**src/hw/rtl/ssp_pkg.sv**
```systemverilog
// ----------------------------------------------------------------------------
// ssp_pkg
// Shared widths, constants, register indexes and control structs for the
// segment side point placer.
// ----------------------------------------------------------------------------
package ssp_pkg;

  localparam int CoordW = 27;
  localparam int DiffW  = 28;
  localparam int LenW   = 28;
  localparam int SqW    = 56;
  localparam int RootW  = 57;
  localparam int PitchW = 23;
  localparam int W2W    = 25;
  localparam int OpW    = 29;
  localparam int ProdW  = 58;
  localparam int OutW   = 32;
  localparam int CntW   = 6;
  localparam int IdxW   = 5;
  localparam int NumW   = 64;
  localparam int DenW   = 36;
  localparam int QuoW   = 30;
  localparam int ItW    = 5;
  localparam int CfgW   = 23;
  localparam int CfgIdxW = 2;

  localparam int SqrtIters   = 28;
  localparam int CntDivIters = 6;
  localparam int PtDivIters  = 30;

  localparam int MaxPointsDef = 32;
  localparam int MinLengthDef = 6554;

  localparam logic [PitchW-1:0] PitchRst  = 23'd65536;
  localparam logic [PitchW-1:0] OffsetRst = 23'd32768;
  localparam logic              DualRst   = 1'b1;

  typedef enum logic [CfgIdxW-1:0] {
    REG_PITCH  = 2'd0,
    REG_OFFSET = 2'd1,
    REG_DUAL   = 2'd2
  } ssp_reg_t;

  typedef struct packed {
    logic load;
    logic sq1;
    logic sq2;
    logic sqrt_init;
    logic sqrt_step;
    logic round;
    logic cnt_start;
    logic cnt_fin;
    logic mul_dxl;
    logic mul_dyl;
    logic mul_tx;
    logic mul_ty;
    logic scale;
    logic pt_start;
    logic out_load;
    logic advance;
  } ssp_cmd_t;

  typedef struct packed {
    logic short_seg;
    logic cnt_direct;
    logic div_done;
    logic last;
  } ssp_stat_t;

endpackage

```
**src/hw/rtl/ssp_ctrl.sv**
```systemverilog
// ----------------------------------------------------------------------------
// ssp_ctrl
// Sequencer that steps the datapath through length, count, setup and the
// per-point divisions, and drives the channel handshakes.
// ----------------------------------------------------------------------------
module ssp_ctrl (
  input  logic               clk,
  input  logic               rst,
  input  logic               in_valid,
  output logic               in_ready,
  output logic               out_valid,
  input  logic               out_ready,
  output ssp_pkg::ssp_cmd_t  cmd,
  input  ssp_pkg::ssp_stat_t stat
);
  import ssp_pkg::*;

  typedef enum logic [17:0] {
    S_IDLE  = 18'h00001,
    S_SQ1   = 18'h00002,
    S_SQ2   = 18'h00004,
    S_CHK   = 18'h00008,
    S_SQRT  = 18'h00010,
    S_RND   = 18'h00020,
    S_CNT   = 18'h00040,
    S_CDIV  = 18'h00080,
    S_CFIN  = 18'h00100,
    S_M1    = 18'h00200,
    S_M2    = 18'h00400,
    S_M3    = 18'h00800,
    S_M4    = 18'h01000,
    S_SCALE = 18'h02000,
    S_PDIV  = 18'h04000,
    S_PWAIT = 18'h08000,
    S_POUT  = 18'h10000
  } state_t;

  state_t         state, state_next;
  logic [4:0]     step, step_next;

  always_ff @(posedge clk) begin
    if (rst) begin
      state <= S_IDLE;
      step  <= '0;
    end else begin
      state <= state_next;
      step  <= step_next;
    end
  end

  always_comb begin
    state_next = state;
    step_next  = step;
    cmd        = '0;
    in_ready   = 1'b0;
    out_valid  = 1'b0;
    case (state)
      S_IDLE: begin
        in_ready = 1'b1;
        if (in_valid) begin
          cmd.load   = 1'b1;
          state_next = S_SQ1;
        end
      end
      S_SQ1: begin
        cmd.sq1    = 1'b1;
        state_next = S_SQ2;
      end
      S_SQ2: begin
        cmd.sq2    = 1'b1;
        state_next = S_CHK;
      end
      S_CHK: begin
        cmd.sqrt_init = 1'b1;
        step_next     = '0;
        state_next    = stat.short_seg ? S_IDLE : S_SQRT;
      end
      S_SQRT: begin
        cmd.sqrt_step = 1'b1;
        step_next     = step + 5'd1;
        if (step == 5'(SqrtIters - 1)) state_next = S_RND;
      end
      S_RND: begin
        cmd.round  = 1'b1;
        state_next = S_CNT;
      end
      S_CNT: begin
        cmd.cnt_start = 1'b1;
        state_next    = stat.cnt_direct ? S_CFIN : S_CDIV;
      end
      S_CDIV: begin
        if (stat.div_done) state_next = S_CFIN;
      end
      S_CFIN: begin
        cmd.cnt_fin = 1'b1;
        state_next  = S_M1;
      end
      S_M1: begin
        cmd.mul_dxl = 1'b1;
        state_next  = S_M2;
      end
      S_M2: begin
        cmd.mul_dyl = 1'b1;
        state_next  = S_M3;
      end
      S_M3: begin
        cmd.mul_tx = 1'b1;
        state_next = S_M4;
      end
      S_M4: begin
        cmd.mul_ty = 1'b1;
        state_next = S_SCALE;
      end
      S_SCALE: begin
        cmd.scale  = 1'b1;
        state_next = S_PDIV;
      end
      S_PDIV: begin
        cmd.pt_start = 1'b1;
        state_next   = S_PWAIT;
      end
      S_PWAIT: begin
        if (stat.div_done) begin
          cmd.out_load = 1'b1;
          state_next   = S_POUT;
        end
      end
      S_POUT: begin
        out_valid = 1'b1;
        if (out_ready) begin
          if (stat.last) begin
            state_next = S_IDLE;
          end else begin
            cmd.advance = 1'b1;
            state_next  = S_PDIV;
          end
        end
      end
      default: state_next = S_IDLE;
    endcase
  end

endmodule

```
**config.mk**
```make
export PLATFORM = sky130hd
export DESIGN_NAME = ssp_ctrl
export DESIGN_NICKNAME = d
export VERILOG_FILES = /design/src/hw/rtl/ssp_pkg.sv /design/src/hw/rtl/ssp_ctrl.sv
export SDC_FILE = /design/constraint.sdc
export NUM_CORES = 1
export LEC_CHECK = 0
export BUFFER_PORTS_ARGS = -buffer_cell sky130_fd_sc_hd__buf_2
export CORE_MARGIN = 2
export CORE_UTILIZATION = 57
export CTS_CLUSTER_DIAMETER = 50
export DETAILED_ROUTE_END_ITERATION = 8
export GPL_TIMING_DRIVEN = 0
export PLACE_DENSITY = 0.93
export SYNTH_ARGS = -nofsm -noshare
export SYNTH_HDL_FRONTEND = slang
export SYNTH_SLANG_ARGS = --single-unit
```
**constraint.sdc**
```tcl
create_clock -name clk -period 4.1 [get_ports clk]
set_clock_uncertainty 0.1 [all_clocks]
set_input_delay 0.82 -clock clk [delete_from_list [all_inputs] [get_ports clk]]
set_output_delay 0.82 -clock clk [all_outputs]
set_load 0.005 [all_outputs]
```
=== After elaboration in Yosys (flattened, before gate mapping) ===
Index checks and enable logic that the tools add are counted.

* $add $sub $neg: 1
* Equal/unequal tests: 23
* Mux-type cells: 32
* Reductions and logical operators: 2

{| class="wikitable"
|+ Operator list
! kind !! number
|-
| one-hot mux 18 bit (17 select lines) || 1
|-
| 2-to-1 mux 18 bit || 5
|-
| 2-to-1 mux 1 bit || 22
|-
| == test 18 x 1 -> 1 bit, second input constant || 1
|-
| == test 18 x 10 -> 1 bit, second input constant || 1
|-
| == test 18 x 11 -> 1 bit, second input constant || 1
|-
| == test 18 x 12 -> 1 bit, second input constant || 1
|-
| == test 18 x 13 -> 1 bit, second input constant || 1
|-
| == test 18 x 14 -> 1 bit, second input constant || 1
|-
| == test 18 x 15 -> 1 bit, second input constant || 1
|-
| == test 18 x 16 -> 1 bit, second input constant || 1
|-
| == test 18 x 17 -> 1 bit, second input constant || 1
|-
| == test 18 x 2 -> 1 bit, second input constant || 1
|-
| == test 18 x 3 -> 1 bit, second input constant || 1
|-
| == test 18 x 4 -> 1 bit, second input constant || 1
|-
| == test 18 x 5 -> 1 bit, second input constant || 1
|-
| == test 18 x 6 -> 1 bit, second input constant || 1
|-
| == test 18 x 7 -> 1 bit, second input constant || 1
|-
| == test 18 x 8 -> 1 bit, second input constant || 1
|-
| == test 18 x 9 -> 1 bit, second input constant || 1
|-
| 2-to-1 mux 15 bit || 1
|-
| inequality test 2 bit, second input constant || 5
|-
| one-hot mux 5 bit (2 select lines) || 1
|-
| 2-to-1 mux 9 bit || 1
|-
| other kinds (5) || 5
|}

* Register bits after elaboration: 23
* Input port bits: 8
* Output and inout port bits: 18
* Logic and storage cells: 60

=== Longest topological paths before layout ===
Gate-level depths: netlist of the first run.

* Word-level depth: 3
* Depth in mapped cells: 7

=== Worst setup path after synthesis of the first run ===
OpenSTA, ideal clock, no wires.

* Kind: register to output
* From: register state[2]
* To: output port cmd[0] (netlist bit)
* Data arrival time: 1.576 ns
* Required time: 3.180 ns
* Slack: 1.604 ns
* Cell stages (with the launch flop): 6
* Cell sequence: dfxtp_1 -> or4_1 -> nor4b_1 -> and2_1 -> nand2b_1 -> nor2_1

{| class="wikitable"
|+ RTL lines
! element !! RTL line !! source
|-
| start, declared || ssp_ctrl.sv:38 || <nowiki>state_t state, state_next;</nowiki>
|-
| start signal, assigned || ssp_ctrl.sv:46 || <nowiki>state <= state_next;</nowiki>
|-
| end, declared || ssp_ctrl.sv:13 || <nowiki>output ssp_pkg::ssp_cmd_t cmd,</nowiki>
|}

==> results of run 1 <==
## power by group
part | internal [W] | switching, W | total (W)
registers | 0.000220 | 0.00000942 | 0.000229
logic | 0.0000518 | 0.0000784 | 0.000130
clock network | 0.0000990 | 0.0000663 | 0.000165
## state kept, by name (all words and copies together) (netlist names)
| signal | cells |
|---|---|
| step | 5 |
| state | 17 |
## cell usage after synthesis (2+ instances only)
cell      number  share of area, %
nor3b_2        2               1.9
nor3_2         2               1.5
nor4_4         2               3.3
or4_1          2               1.2
nor3_1         5               1.9
or3_1          2              0.96
and2_1         2              0.96
nor4b_1        4               2.7
nor4_1         5               2.4
nand2b_1       4               1.9
nor3b_1        7               4.0
nor2_1        18               5.2
xor2_1         2               1.3
nand3_1        4               1.5
inv_1          9               2.6
o21ai_0        2              0.77
a21oi_1        9               3.5
o32ai_1        2               1.3
dfxtp_1       22                34
nand2_1        8               2.3
o211ai_1       2               1.2
nand3b_1       3               1.7
and3_1         4               1.9
a41oi_1        2               1.3
nand4_1        6               2.9
## critical path, delay by kind of cell (launching register included)
family,cells,cell delay (ns)
buf+inv,1,0.14
flops,1,0.40
simple gates,4,1.41
## area by class of cell
type	instances	area, um^2
sequential	22	440
clock buffer	3	22.5
tap	28	35.0
clock inverter	1	30.0
inverter	9	33.8
timing repair buffer	25	125
multi-input combinational	118	821
buffer	1	3.75
fill	173	679
## worst paths after layout
kind	endpoint	startpoint	cells after the start
hold / removal	step[4]	step[4]	1
hold reg to reg	step[4]	step[4]	1
setup reg to reg	state[8]	state[4]	6
setup / recovery	cmd[5]	state[12]	5
## per-stage QoR
stage / hold WS (ns) / instances / util (%) / setup WS, ns
floorplan: 0.343 / 150 / - / 1.60
global placement: 0.373 / 203 / 66.6 / 1.35
detailed placement: 0.377 / 203 / 66.6 / 1.30
CTS: 0.401 / 207 / 69.0 / 0.922
global route: 0.417 / 207 / 69.0 / 0.758
finish: 0.400 / 207 / 69.0 / 0.919
## metal layers
metal	wire [um]	GRT usage (%)	vias up
met5	0	0	-
met4	110	16.2	0
met3	274	4.02	14
met2	1680	49.8	81
met1	1290	30.8	625
li1	-	-	631
## logic make-up after synthesis
logic type                 count (synthesis)
buffers and inverters                     10
adders and majority gates                  1
DFF                                       22
AOI/OAI and AO/OA                         25
xor gates and xnor gates                   3
and+or+nand+nor                           89
==> impl_metrics.csv, run 1 <==
group,metric,value,unit
clock_tree,hold_buffers,0,
layout,fin_area,0.00151,mm^2
timing,rsz0062_at_grt,"false",
route,final_antenna_net_count,0,
logic_synthesis,synth_compound_area_share,14.6,%
worst_setup_path,worst-r2r-setup-slack,1.69,ns
layout,final_cell_mix,"buf_2, dfxtp_1, nor2_1",
global_route,antenna_found_initial,0,
global_route,grt_pass1_wl,5530,um
logic_synthesis,synthCells,150,
status,status,"finished clean",
floorplan,die_x,51.7,um
timing,post-route-period-util,77.6,%
logic_synthesis,syn-cell-area,0.00130,mm^2
worst_setup_path,critPathArrivalTime,2.26,ns
timing,hold_violations,0,
floorplan,fp.dieH,51.7,um
placement,portBuffers,25,
floorplan,boundaryPins,26,
clock_tree,cts_setup_buffers,0,
logic_synthesis,synth_fp_nets,159,
layout,final_layout_size_suffix_gt1_share,23.5,%
logic_synthesis,syn_avg_cell_area,8.66,um^2
logic_synthesis,synth-edff-count,0,
global_route,globalRoute.totalOverflow,0,
pwr,totalPowerFinal,0.000525,W
clock_tree,cts-resized-gates,0,
clock_tree,clkSinkCount,22,
timing,worstMarginPinSlew,0.555,ns
clock_tree,cts_max_path_buffers,2,
route,drt_iter0_drc,69,
floorplan,die-area,0.00268,mm^2
timing,setup_viol,0,
placement,dpl_cell_area,0.00146,mm^2
layout,antenna_cells,0,
timing,tns,0,ns
logic_synthesis,synth_mux_area_share,0,%
logic_synthesis,synth_top_family_by_area,"simple AND/OR/NAND/NOR gates",
route,avgViaCountPerCell,6.53,
placement,gp_congestion,0.914,
clock_tree,cts_buffers,3,
logic_synthesis,yosys.area_share.adder,0.963,%
placement,hpwl,2570,um
worst_setup_path,crit_path_max_fanout,8,
logic_synthesis,ys_ff_latch,22,
route,drc,0,
clock_tree,clk_pin_slew,0.12,ns
min_path,hold_path.class,"flop to flop",
worst_setup_path,worstPathCellList,"nor4_4, nand4_2, or3_1, nor3b_2, buf_2",
route,dr.pass1.iters,4,
layout,final_common_cell,"buf_2",
global_route,grt_max_degree,14,
logic_synthesis,ys_seq_area_share,33.9,%
clock_tree,htree_levels,1,
route,wl_per_cell,16.2,um
route,via_count,1351,
clock_tree,cts_tree,"built",
logic_synthesis,synth_xor_area_share,2.02,%
timing,relSlewSlack,62.7,%
timing,slew_viol_final,0,
layout,syn2layout_area_growth,16.4,%
global_route,grt_pass1_vias,1267,
pwr,ir_drop,0.000337,V
floorplan,initial_core_util,59.3,%
logic_synthesis,async_flop_share,0,%
logic_synthesis,synth.distinct_cells,45,
flow_run,max-cap-violations,0,
floorplan,core_area,0.00219,mm^2
timing,timing.fmax,0.314,GHz
clock_tree,worstSkewPairLatency,0.32,ns
pwr,power.leakage,0.598,nW
worst_setup_path,cp-end-kind,"output port",
layout,layout.nets,189,
worst_setup_path,slowest_stage,"nor4_4",
worst_setup_path,critical_path_class,"flop to output port",
timing,min_period,3.18,ns
logic_synthesis,ys_warn_count,0,
worst_setup_path,critPathLaunchType,"flop",
logic_synthesis,synth_flop_cell,"dfxtp_1",
route,wl,3350,um
worst_setup_path,crit_required,3.18,ns
clock_tree,cts_root_buf,"clkbuf_4",
pwr,power.density,347,mW/mm^2
floorplan,std_cell_rows,17,
global_route,grt.total_usage,27.7,%
worst_setup_path,max_stage_delay,0.53,ns
logic_synthesis,yosys.area_share.simple,45.6,%
(Power assumes the default switching activity.)
==> run 2: changes to the inputs <==
--- a/config.mk
+++ b/config.mk
@@ -7,11 +7,11 @@
 export LEC_CHECK = 0
 export BUFFER_PORTS_ARGS = -buffer_cell sky130_fd_sc_hd__buf_2
 export CORE_MARGIN = 2
-export CORE_UTILIZATION = 57
+export CORE_UTILIZATION = 54
 export CTS_CLUSTER_DIAMETER = 50
 export DETAILED_ROUTE_END_ITERATION = 8
 export GPL_TIMING_DRIVEN = 0
-export PLACE_DENSITY = 0.93
+export PLACE_DENSITY = 0.9
 export SYNTH_ARGS = -nofsm -noshare
 export SYNTH_HDL_FRONTEND = slang
 export SYNTH_SLANG_ARGS = --single-unit
==> constraint.sdc (replaced) <==
create_clock -name clk -period 3.15 [get_ports clk]
set_clock_uncertainty 0.1 [all_clocks]
set_input_delay 0.63 -clock clk [delete_from_list [all_inputs] [get_ports clk]]
set_output_delay 0.63 -clock clk [all_outputs]
set_load 0.005 [all_outputs]
==> impl_metrics.csv, run 2 (synthesis gave the netlist of run 1 again) <==
group,metric,value,unit
min_path,hold_path.class,"flop to flop",
placement,dpl_cell_area,0.00146,mm^2
layout,fin_cells,207,
pwr,ir_drop,0.000321,V
route,dr.pass1.iters,5,
timing,post-route-period-util,93.9,%
floorplan,die_x,53.0,um
route,wl,3280,um
clock_tree,clkSinkCount,22,
clock_tree,htree_levels,1,
pwr,power.density,454,mW/mm^2
route,via_count,1347,
layout,final_layout_size_suffix_gt1_share,23.5,%
clock_tree,hold_buffers,0,
pwr,totalPowerFinal,0.000687,W
timing,slew_viol_final,0,
floorplan,die-area,0.00281,mm^2
worst_setup_path,crit_required,2.42,ns
timing,hold_violations,0,
floorplan,boundaryPins,26,
worst_setup_path,critPathLaunchType,"flop",
clock_tree,cts_root_buf,"clkbuf_4",
route,wl_per_cell,15.8,um
timing,rsz0062_at_grt,"false",
timing,setup_viol,0,
layout,regMostFlops,"state",
layout,layout.nets,189,
clock_tree,worstSkewPairLatency,0.31,ns
floorplan,initial_core_util,58.2,%
clock_tree,clk_pin_slew,0.13,ns
timing,worstMarginPinSlew,0.565,ns
clock_tree,cts_max_path_buffers,2,
floorplan,fp.dieH,53.0,um
floorplan,core_area,0.00223,mm^2
worst_setup_path,critical_path_class,"flop to output port",
global_route,grt_max_degree,14,
placement,hpwl,2440,um
global_route,grt.total_usage,25.2,%
worst_setup_path,max_stage_delay,0.51,ns
layout,antenna_cells,0,
layout,nFillCells,192,
worst_setup_path,slowest_stage,"nor3_2",
timing,timing.fmax,0.338,GHz
route,drc,0,
global_route,grt_pass1_wl,5200,um
worst_setup_path,critPathArrivalTime,2.23,ns
layout,largest_reg_flops,17,
layout,multi_input_area,821,um^2
worst_setup_path,crit_path_max_fanout,9,
route,avgViaCountPerCell,6.51,
route,final_antenna_net_count,0,
flow_run,max-cap-violations,0,
layout,reg_top3,"state: 17 flops, step: 5 flops",
pwr,power.leakage,0.598,nW
clock_tree,cts_buffers,3,
layout,fin_area,0.00151,mm^2
timing,hold_slack,0.408,ns
timing,relSlewSlack,62.2,%
floorplan,std_cell_rows,17,
worst_setup_path,worstPathCellList,"nor3_2, nand4_2, or3_1, nor3b_2, buf_2",
placement,gp_congestion,0.903,
layout,final_cell_mix,"buf_2, dfxtp_1, nor2_1",
global_route,antenna_found_initial,0,
layout,syn2layout_area_growth,16.4,%
layout,final_common_cell,"buf_2",
worst_setup_path,cp-end-kind,"output port",
global_route,globalRoute.totalOverflow,0,
status,status,"finished clean",
timing,min_period,2.96,ns
clock_tree,cts_tree,"built",
clock_tree,cts-resized-gates,0,
timing,tns,0,ns
route,drt_iter0_drc,76,
layout,seq_area,440,um^2
global_route,grt_pass1_vias,1194,
placement,portBuffers,25,
placement,dp.cells,203,
## run 2: cell counts in the layout (fill, tap and decap cells not counted)
No cell type changed its count.
## run 2: report_power, final
group / switching [W] / internal, W
combinational: 0.000101 / 0.0000675
clock: 0.0000896 / 0.000129
sequential: 0.0000138 / 0.000286
## run 2: worst paths after layout
kind              startpoint        to  slack [ns]  depth (start not counted)
setup / recovery   state[16]    cmd[5]        0.19                          5
hold / removal       step[4]   step[4]        0.41                          1
setup reg to reg   state[16]  state[8]        0.77                          6
hold reg to reg      step[4]   step[4]        0.41                          1
## run 2: layout make-up
| cell class | count | area share, % |
|---|---|---|
| multi-input cells | 118 | 54.3 |
| flip-flops and latches | 22 | 29.1 |
| repair buffers | 25 | 8.28 |
| well taps | 28 | 2.32 |
| inverters | 9 | 2.24 |
| clock inverters | 1 | 1.99 |
| clock buffers | 3 | 1.49 |
| plain buffers | 1 | 0.248 |
## run 2: critical path, delay by kind of cell (launching register included)
family,cells,cell delay (ns)
flip-flops,1,0.38
buffers and inverters,1,0.14
AND/OR/NAND/NOR,4,1.40
## run 2: what timing repair did
| action | in CTS | in global routing |
|---|---|---|
| hold endpoints to repair | 0 | 0 |
| setup endpoints to repair | 0 | 1 |
| buffers inserted | 0 | 0 |
## run 2: per-layer routing
metal | vias to the layer above | GRT usage, % | part of all wire [%]
li1 | 634 | - | -
met1 | 619 | 30.8 | 40
met2 | 75 | 43.3 | 49
met3 | 19 | 3.67 | 8.3
met4 | 0 | 11.5 | 3.1
met5 | - | 0 | 0
## run 2: per-stage QoR
stage,util (%),setup WS [ns]
after floorplan,-,0.844
after global placement,65.3,0.601
after detailed placement,65.3,0.561
after CTS,67.7,0.188
after global routing,67.7,0.0186
final,67.7,0.191
